**src/hw/rtl/kf_div.sv**
```systemverilog
// kf_div: restoring divider, one quotient bit per cycle.
// Computes (mag * 2^FRAC_BITS + den/2) / den for a positive divisor. Uses nothing else.
module kf_div #(
  parameter int FRAC_BITS = 16
) (
  input  logic                   clk,
  input  logic                   rst_n,
  input  logic                   start,
  input  logic [31:0]            mag,
  input  logic [31:0]            den,
  output logic                   done,
  output logic [33+FRAC_BITS-1:0] quo
);

  localparam int QW = 33 + FRAC_BITS;
  localparam int CW = $clog2(QW + 1);

  logic [QW-1:0] num_r, quo_r, numer;
  logic [32:0]   rem_r, rem_sh;
  logic [CW-1:0] cnt_r;
  logic          run_r, done_r, ge;

  assign numer  = ({{(QW-32){1'b0}}, mag} << FRAC_BITS) + QW'(den >> 1);
  assign rem_sh = {rem_r[31:0], num_r[QW-1]};
  assign ge     = rem_sh >= {1'b0, den};

  always_ff @(posedge clk) begin
    if (!rst_n) begin
      run_r  <= 1'b0;
      done_r <= 1'b0;
      cnt_r  <= '0;
    end else begin
      done_r <= 1'b0;
      if (start) begin
        num_r <= numer;
        rem_r <= '0;
        quo_r <= '0;
        cnt_r <= CW'(QW);
        run_r <= 1'b1;
      end else if (run_r) begin
        rem_r <= ge ? rem_sh - {1'b0, den} : rem_sh;
        num_r <= num_r << 1;
        quo_r <= {quo_r[QW-2:0], ge};
        cnt_r <= cnt_r - CW'(1);
        if (cnt_r == CW'(1)) begin
          run_r  <= 1'b0;
          done_r <= 1'b1;
        end
      end
    end
  end

  assign done = done_r;
  assign quo  = quo_r;

endmodule

```
**config.mk**
```make
export PLATFORM = sky130hd
export DESIGN_NAME = kf_div
export DESIGN_NICKNAME = d
export VERILOG_FILES = /design/src/hw/rtl/kf_div.sv
export SDC_FILE = /design/constraint.sdc
export NUM_CORES = 1
export LEC_CHECK = 0
export ABC_AREA = 1
export BUFFER_PORTS_ARGS = -buffer_cell sky130_fd_sc_hd__buf_2
export CAP_MARGIN = 20
export CORE_MARGIN = 4
export CORE_UTILIZATION = 45
export DETAILED_ROUTE_END_ITERATION = 6
export PLACE_DENSITY = 0.67
export SYNTH_ARGS = -nofsm -noshare
export SYNTH_HDL_FRONTEND = slang
export SYNTH_SLANG_ARGS = --single-unit
export TNS_END_PERCENT = 50
```
**constraint.sdc**
```tcl
create_clock -name clk -period 11.6 [get_ports clk]
set_input_delay 3.48 -clock clk [delete_from_list [all_inputs] [get_ports clk]]
set_output_delay 3.48 -clock clk [all_outputs]
set_load 0.05 [all_outputs]
```
==> results by stage, run 1 <==
Route:
- The detail-routed net length per standard cell is 14.0 um.
- The first detailed-routing pass ran for 5 iterations.
- In the routed design, unresolved DRC markers number 0.
- For this block, the routed nets add up to 25.4 mm of wire.
- The count of nets left with antenna violations after detail routing is 0.
- Dividing the detail-routed via count by the number of cells gives 4.94.
- The first routing iteration left 518 violations.
- The overall via count from detail_route is 8945.

Timing:
- The final count of pins violating max slew is 0.
- The achievable frequency is 170 MHz.
- Setup total negative slack on the finished layout was measured at 0 ns.
- Of the available clock period, the critical path in the final layout requires 50.7%.
- For the pin with the worst max-slew slack, the measured transition is 1.06 ns.
- Setup repair after global routing left no endpoint under its margin.
- The count of final hold-check violations was 0.
- On the final layout, the worst clock skew is 0.00940 ns.
- In this run the tightest slew margin relative to its limit is 29.3%.
- The worst path meets setup with 5.71 ns of slack.
- The routed design could run at a clock period as short as 5.89 ns.
- Setup violations remaining at the end of the flow were counted as 0.

Logic synthesis:
- The synthesized net count is 1525.
- The portion of the post-synthesis area used by sequential elements is 40.2%.
- The number of synthesized flops with an enable pin is 130.
- The register bit total from synthesis is 138.
- The most used flip-flop cell after synthesis is sky130_fd_sc_hd__edfxtp_1.
- The post-synthesis instance area is 10100 sq um.
- The number of different library cells used by synthesis comes to 44.
- During synthesis, Yosys emitted a total of 0 warnings.
- The synthesized instance count is 1407.
- The average cell area after synthesis is 7.18 sq um.
- Counting flops with an async set or reset pin after synthesis yields a share of 0%.

Global routing:
- The number of antenna violations at the first check in global routing came to 0.
- Global routing consumed, over all layers together, 20.6% of the routing resources.
- The number of global-route vias before repair came to 8208.
- The first global-routing pass estimated 41.2 mm of wire.
- Entering global routing, the biggest net connects 112 pins.
- After global routing the overflow that remains totals 0.

Critical path:
- The number of buffers and inverters on the critical path is 4.
- In this design, the critical path's most frequently occurring cell is sky130_fd_sc_hd__buf_4.
- The worst setup slack for register-to-register paths is 8.89 ns.
- The endpoint identified for the worst register-to-register timing path is quo[0]$_SDFFCE_PP0P_.
- The worst endpoint required time is 11.65 ns.
- The worst stage delay on the critical path is 0.84 ns.
- The number of stages on the worst setup path is 5.
- The startpoint type of the worst setup path is an input port.
- The worst register-to-register path has a depth of 11.
- The type of the setup path with the least slack is in -> reg.
- On the critical path, the stage with the largest delay is an instance of sky130_fd_sc_hd__a21oi_4.
- The critical path endpoint category is a register.
- Walking the worst path, the cells encountered are buf_2, buf_4, clkinv_2, a21oi_4, buf_4.
- On the critical path the largest part of the delay comes from buffers and inverters.
- The startpoint identified for the worst register-to-register timing path is rem_r[17]$_SDFFCE_PP0P_.
- Along the worst path, the maximum fanout reaches 74.
- The worst endpoint data arrival time is 5.93 ns.

Hold path:
- The startpoint identified for the worst hold timing path is cnt_r[1]$_SDFFE_PP0P_.
- Along the worst hold path, the cell count comes to 2.
- The path class of the tightest hold or removal check is reg -> reg.
- The path with the worst hold slack has its endpoint at cnt_r[1]$_SDFFE_PP0P_.

Clocking:
- Buffers inserted to repair hold after CTS numbered 0.
- The cell sitting at the root of the clock tree is a sky130_fd_sc_hd__clkbuf_16.
- The number of CTS-inserted buffers is 17.
- The number of buffers between clock root and the deepest sink is 2.
- The clock tree from TritonCTS is built.
- The clock transition at the register clock pins on the worst setup and hold paths after CTS is 0.07 ns.
- In this run the post-CTS setup repair buffer count came out at 0.
- The H-tree was split into 4 levels.
- The latest clock arrival within the worst-skew pair is 0.42 ns.
- The TritonCTS sink count is 138.
- The number of gates resized after CTS was 0.

Placement:
- In this run the cell area measured after placement is 10900 sq um.
- The pre-CTS worst setup slack is 5.24 ns.
- Routability-driven placement finished with a final weighted congestion of 0.931.
- The HPWL after detailed placement is 19.4 mm.
- Port buffering added 116 buffers.

Outcome:
- The flow ran to the end, and the final reports show no timing, DRC or antenna violations.

Power:
- In this run the power density over the cells is 139 nW/um^2.
- The worst-case IR drop observed on VDD is 0.0894 mV.
- The analysis attributes to cell leakage a power of 0.00595 uW.

Finish:
- The number of fillers in the final layout is 2186.
- The multi-input combinational cell area is 4870 sq um.
- The final instance area is 11500 sq um.
- The post-route netlist has 13.5% of its cells at a drive strength greater than 1.
- In the final layout, flip-flops and latches occupy 4060 sq um.
- Relative to the synthesized area, the layout overhead comes to 14.0%.
- The total inserted antenna cells is 0.
- The number of nets in the layout is 1636.

Floorplan:
- The width of the die is 158 um.
- The floorplan has 54 rows.
- Once the floorplan was initialized, standard cells occupied 46.0% of the core.
- The floorplan step set the die height to 158 um.
- The area of the die is 24900 sq um.
- The standard cell core area is 22000 sq um.
- The I/O pin total is 117.

Run:
- Across the run, the number of max-cap violations was 0.
-- metrics by stage --
stage	utilization, %	power (uW)	hold slack, ns	instances
6_report	52.5	1610	0.517	1811
5_1_grt	52.5	1690	0.539	1811
4_1_cts	52.5	1620	0.520	1811
3_5_place_dp	49.7	1040	0.510	1779
3_3_place_gp	49.7	1030	0.503	1779
2_1_floorplan	-	947	0.487	1407
-- sequential cells by signal, summed over array words and instances, names as in the netlist --
| signal | cells |
|---|---|
| done | 1 |
| quo | 49 |
| run_r | 1 |
| num_r | 49 |
| rem_r | 32 |
| cnt_r | 6 |
-- cells by family after synthesis --
group,Yosys count,synth area share (%)
compound gates,92,4.84
buf+inv,295,11.7
flops,138,40.2
fa+ha+maj,51,6.46
simple gates,803,34.3
xor+xnor,28,2.43
-- cell usage after synthesis, drive strengths merged, types with 6 or more instances --
library cell | instances | area [sq um]
a21oi | 39 | 199
and2 | 8 | 50.1
buf | 9 | 103
clkbuf | 19 | 71.3
dfxtp | 8 | 160
edfxtp | 130 | 3900
ha | 49 | 613
inv | 266 | 1010
nand2 | 465 | 1790
nand3 | 71 | 360
nand3b | 29 | 218
nand4 | 15 | 93.8
nor2 | 199 | 843
nor3 | 6 | 30.0
o21ai | 42 | 210
xnor2 | 11 | 96.3
xor2 | 17 | 149
-- area by class of cell --
class,instances,area share [%]
multi-input combinational,974,42.2
clock buffer,17,3.69
timing repair buffer,120,5.30
inverter,267,8.78
clock inverter,15,1.67
tap,280,3.04
sequential,138,35.3
-- per-layer routing --
metal  vias up  share of wire [%]  GRT usage [%]
li1       4619                  -              -
met5         -                  0              0
met3        22                5.6           3.28
met2       249                 43           31.7
met4         0                1.3           5.57
met1      4055                 50           30.3
-- power by group --
part	internal [uW]	total, uW	switching, uW	leakage, uW
Sequential	596	613	17.3	0.00133
Combinational	135	418	284	0.00432
Clock	330	575	245	0.000302
-- worst min-delay path, cell delays in order (launching register included) --
cell and delay [ns]:
sky130_fd_sc_hd__dfxtp_1 0.32, sky130_fd_sc_hd__nor2_1 0.10, sky130_fd_sc_hd__a211oi_1 0.05
-- worst max path at each step --
stage          startpoint                 endpoint
3_3_place_gp        start  rem_r[18]$_SDFFCE_PP0P_
4_1_cts             start      num_r[21]$_DFFE_PP_
3_5_place_dp        start  rem_r[18]$_SDFFCE_PP0P_
2_1_floorplan       start   num_r[0]$_SDFFCE_PN0P_
5_1_grt             start      num_r[21]$_DFFE_PP_
6_report            start      num_r[21]$_DFFE_PP_
-- cell usage in the layout, fill, tap and decap left out, types with 4 or more instances in the layout --
cell,count
sky130_fd_sc_hd__xnor2_1,11
sky130_fd_sc_hd__nor2_1,170
sky130_fd_sc_hd__nand3b_1,29
sky130_fd_sc_hd__buf_4,4
sky130_fd_sc_hd__nor3_1,6
sky130_fd_sc_hd__nand2_1,454
sky130_fd_sc_hd__clkbuf_16,17
sky130_fd_sc_hd__a21oi_1,37
sky130_fd_sc_hd__inv_6,5
sky130_fd_sc_hd__nand3_1,70
sky130_fd_sc_hd__inv_1,259
sky130_fd_sc_hd__nand4_1,15
sky130_fd_sc_hd__ha_1,49
sky130_fd_sc_hd__nand2_2,9
sky130_fd_sc_hd__o21ai_0,42
sky130_fd_sc_hd__xor2_1,17
sky130_fd_sc_hd__inv_8,6
sky130_fd_sc_hd__dfxtp_1,8
sky130_fd_sc_hd__buf_2,116
sky130_fd_sc_hd__edfxtp_1,130
sky130_fd_sc_hd__inv_2,5
sky130_fd_sc_hd__nor2_2,26
sky130_fd_sc_hd__and2_1,8
No activity file was read; power rests on OpenSTA's default activity.
==> run 2: changes to the inputs <==
==> constraint.sdc (replaced) <==
create_clock -name clk -period 5.8 [get_ports clk]
set_input_delay 1.74 -clock clk [delete_from_list [all_inputs] [get_ports clk]]
set_output_delay 1.74 -clock clk [all_outputs]
set_load 0.05 [all_outputs]
==> results by stage, run 2 (same netlist as run 1, synthesis figures left out) <==
Floorplan:
- The die is 158 um tall.
- The area of the die is 24900 sq um.
- Row generation in the floorplan step produced 54 rows.
- The width of the die is 158 um.
- The standard cell core area is 22000 sq um.
- For this configuration, the core starts out at a cell density of 46.0%.
- The I/O pin total is 117.

Route:
- Using the TritonRoute via totals, the vias-per-cell ratio works out to 4.92.
- The routed layout has 8913 vias.
- The detail route stage leaves a number of antenna-violating nets equal to 0.
- The total detailed-routing wirelength is 26.2 mm.
- After detailed routing, the average wire length per cell comes to 14.5 um.
- The first detailed-routing pass took 7 iterations.
- For this run, design rule violations remaining after detail routing come to 0.
- In this run, the number of DRC markers left after iteration 0 of detailed routing was 679.

Critical path:
- The worst register-to-register path ends at quo[0]$_SDFFCE_PP0P_.
- Among all stages on the critical path, the largest delay is contributed by sky130_fd_sc_hd__nor2_8.
- The startpoint of the most critical setup path is den[18].
- Traced cell by cell, the critical path runs through buf_2, inv_1, ha_1, nand2_1, nor2_2, nand2_1, nor2_2, nand3_1, clkinv_2, nor2_8, nand2_8, inv_8, nor2_1.
- The number of buffers and inverters on the critical path is 4.
- The type of the setup path with the least slack is in -> reg.
- The worst register-to-register path begins at rem_r[19]$_SDFFCE_PP0P_.
- The critical path crosses 13 cells after its start point.
- The worst stage delay on the critical path is 0.42 ns.
- The worst register-to-register path has a depth of 13.
- In this design, the largest share of critical-path delay is due to simple AND/OR/NAND/NOR gates.
- The worst endpoint data arrival time is 3.81 ns.
- STA classifies the critical path startpoint as an input port.
- STA puts the critical path data required time at 5.95 ns.
- The critical path endpoint category is a register.
- Along the worst path, the maximum fanout reaches 27.
- The end point of the critical path is quo[0]$_SDFFCE_PP0P_.
- The worst setup slack for register-to-register paths is 3.15 ns.

Finish:
- In the final layout, the multi-input gates occupy 4870 sq um.
- Registers take 4060 sq um.
- The area added between synthesis and finish is 14.2%.
- The number of fillers in the final layout is 2199.
- The most common cell after layout, fill and taps aside is sky130_fd_sc_hd__nand2_1.
- In the layout the commonest cells are sky130_fd_sc_hd__nand2_1, sky130_fd_sc_hd__inv_1, sky130_fd_sc_hd__nor2_1.
- The number of nets in the layout is 1637.
- Of the cells placed in the final design, the portion with a size suffix greater than 1 is 13.6%.
- The total inserted antenna cells is 0.
- At the end of the flow the core is filled with cells to 52.5%.

Power:
- In this run the static leakage power is 0.00595 uW.
- For this design the ratio of total power to cell area is 277 nW/um^2.
- IR analysis of the VDD net gives a maximum drop of 0.189 mV.

Outcome:
- The flow ran to the end, and the final reports show no timing, DRC or antenna violations.

Timing:
- The final number of setup-violating endpoints is 0.
- The final count of pins violating max slew is 0.
- The final critical path takes up 63.0% of the cycle.
- The achievable frequency is 273 MHz.
- In the final timing run, aggregate negative setup slack is 0 ns.
- The worst slew slack as a fraction of its limit is 48.4%.
- The pin slew with the least headroom to its limit is 0.774 ns.
- The clock skew is 0.0123 ns.
- The count of final hold-check violations was 0.
- For the finished layout, the period the worst path requires is 3.66 ns.
- Setup repair after global routing left no endpoint under its margin.

Placement:
- The HPWL after detailed placement is 19.9 mm.
- The number of port buffers is 116.
- The final estimated routing congestion in global placement is 0.932.

Clocking:
- The H-tree was split into 4 levels.
- TritonCTS built the clock tree.
- Counting along the longest clock path gives a buffer depth of 2.
- The TritonCTS sink count is 138.
- Clock-pin slew was measured on the worst setup and hold paths at 0.07 ns.
- The count of buffers added by post-CTS timing repair for setup is 0.
- The number of hold buffers added after CTS is 0.
- The post-cts gate resize count is 0.
- The buffer type at the clock tree root is sky130_fd_sc_hd__clkbuf_16.
- The latest clock arrival within the worst-skew pair is 0.43 ns.
- The number of clock buffers added by TritonCTS is 17.

Run:
- The reported max-cap violation count is 0.

Global routing:
- The number of global-route vias before repair came to 8133.
- The wire length of the first global-routing pass is 41.9 mm.
- For this run, the total global-route usage over all layers was measured as 21.2%.
- The pin count of the biggest net entering global routing is 96.
- The number of antenna violations at the first check in global routing is 0.
- After global routing the overflow that remains totals 0.

Hold path:
- The worst hold path cell count is 2.
- The path type of the worst min-delay path is reg -> reg.
run 2: metal layers:
layer	vias up	global-route usage, %	part of all wire [%]
met2	301	31.7	43
met3	14	3.36	7.2
met4	0	5.28	0.98
met5	-	0	0
met1	3977	32.2	49
li1	4621	-	-
run 2: worst min path at each step:
| stage | start | to | slack [ns] |
|---|---|---|---|
| after floorplan | num_r[15]$_DFFE_PP_ | num_r[16]$_DFFE_PP_ | 0.49 |
| after global placement | num_r[17]$_DFFE_PP_ | num_r[18]$_DFFE_PP_ | 0.50 |
| after detailed placement | num_r[18]$_DFFE_PP_ | num_r[19]$_DFFE_PP_ | 0.51 |
| after CTS | num_r[18]$_DFFE_PP_ | num_r[19]$_DFFE_PP_ | 0.53 |
| after global routing | num_r[40]$_DFFE_PP_ | num_r[41]$_DFFE_PP_ | 0.54 |
| final | num_r[15]$_DFFE_PP_ | num_r[16]$_DFFE_PP_ | 0.53 |
run 2: where the power goes:
group          leakage [uW]  switching (uW)  internal, uW
logic               0.00432             572           270
clock network      0.000299             537           589
registers           0.00133            37.8          1190
run 2: area by class of cell:
class                      instances  area share [%]
clock buffer                      17            3.69
sequential                       138            35.2
inverter                         267            8.77
tap                              280            3.04
multi-input combinational        974            42.2
timing repair buffer             121            5.47
clock inverter                    15            1.62
run 2: worst register-to-register path, cell delays in order (launching register included):
cell and delay, ns:
sky130_fd_sc_hd__edfxtp_1 0.46, sky130_fd_sc_hd__ha_1 0.41, sky130_fd_sc_hd__nand2_2 0.15, sky130_fd_sc_hd__inv_1 0.05, sky130_fd_sc_hd__nand2_1 0.06, sky130_fd_sc_hd__nand2_1 0.06, sky130_fd_sc_hd__nand2_1 0.06, sky130_fd_sc_hd__nand2_1 0.07
sky130_fd_sc_hd__nand2_1 0.08, sky130_fd_sc_hd__nand2_2 0.09, sky130_fd_sc_hd__nor2_8 0.40, sky130_fd_sc_hd__nand2_8 0.17, sky130_fd_sc_hd__inv_8 0.25, sky130_fd_sc_hd__nor2_1 0.08
run 2: per-stage QoR:
stage                     total power, uW  worst slack, ns  hold WS (ns)  instance area [sq um]  instances
after floorplan                      1890             1.18         0.487                  10100       1407
after global placement               2080             1.77         0.499                  10900       1780
after detailed placement             2090             1.75         0.511                  10900       1780
after CTS                            3220             2.18         0.528                  11500       1812
after global routing                 3370             1.98         0.542                  11500       1812
final                                3200             2.14         0.525                  11500       1812
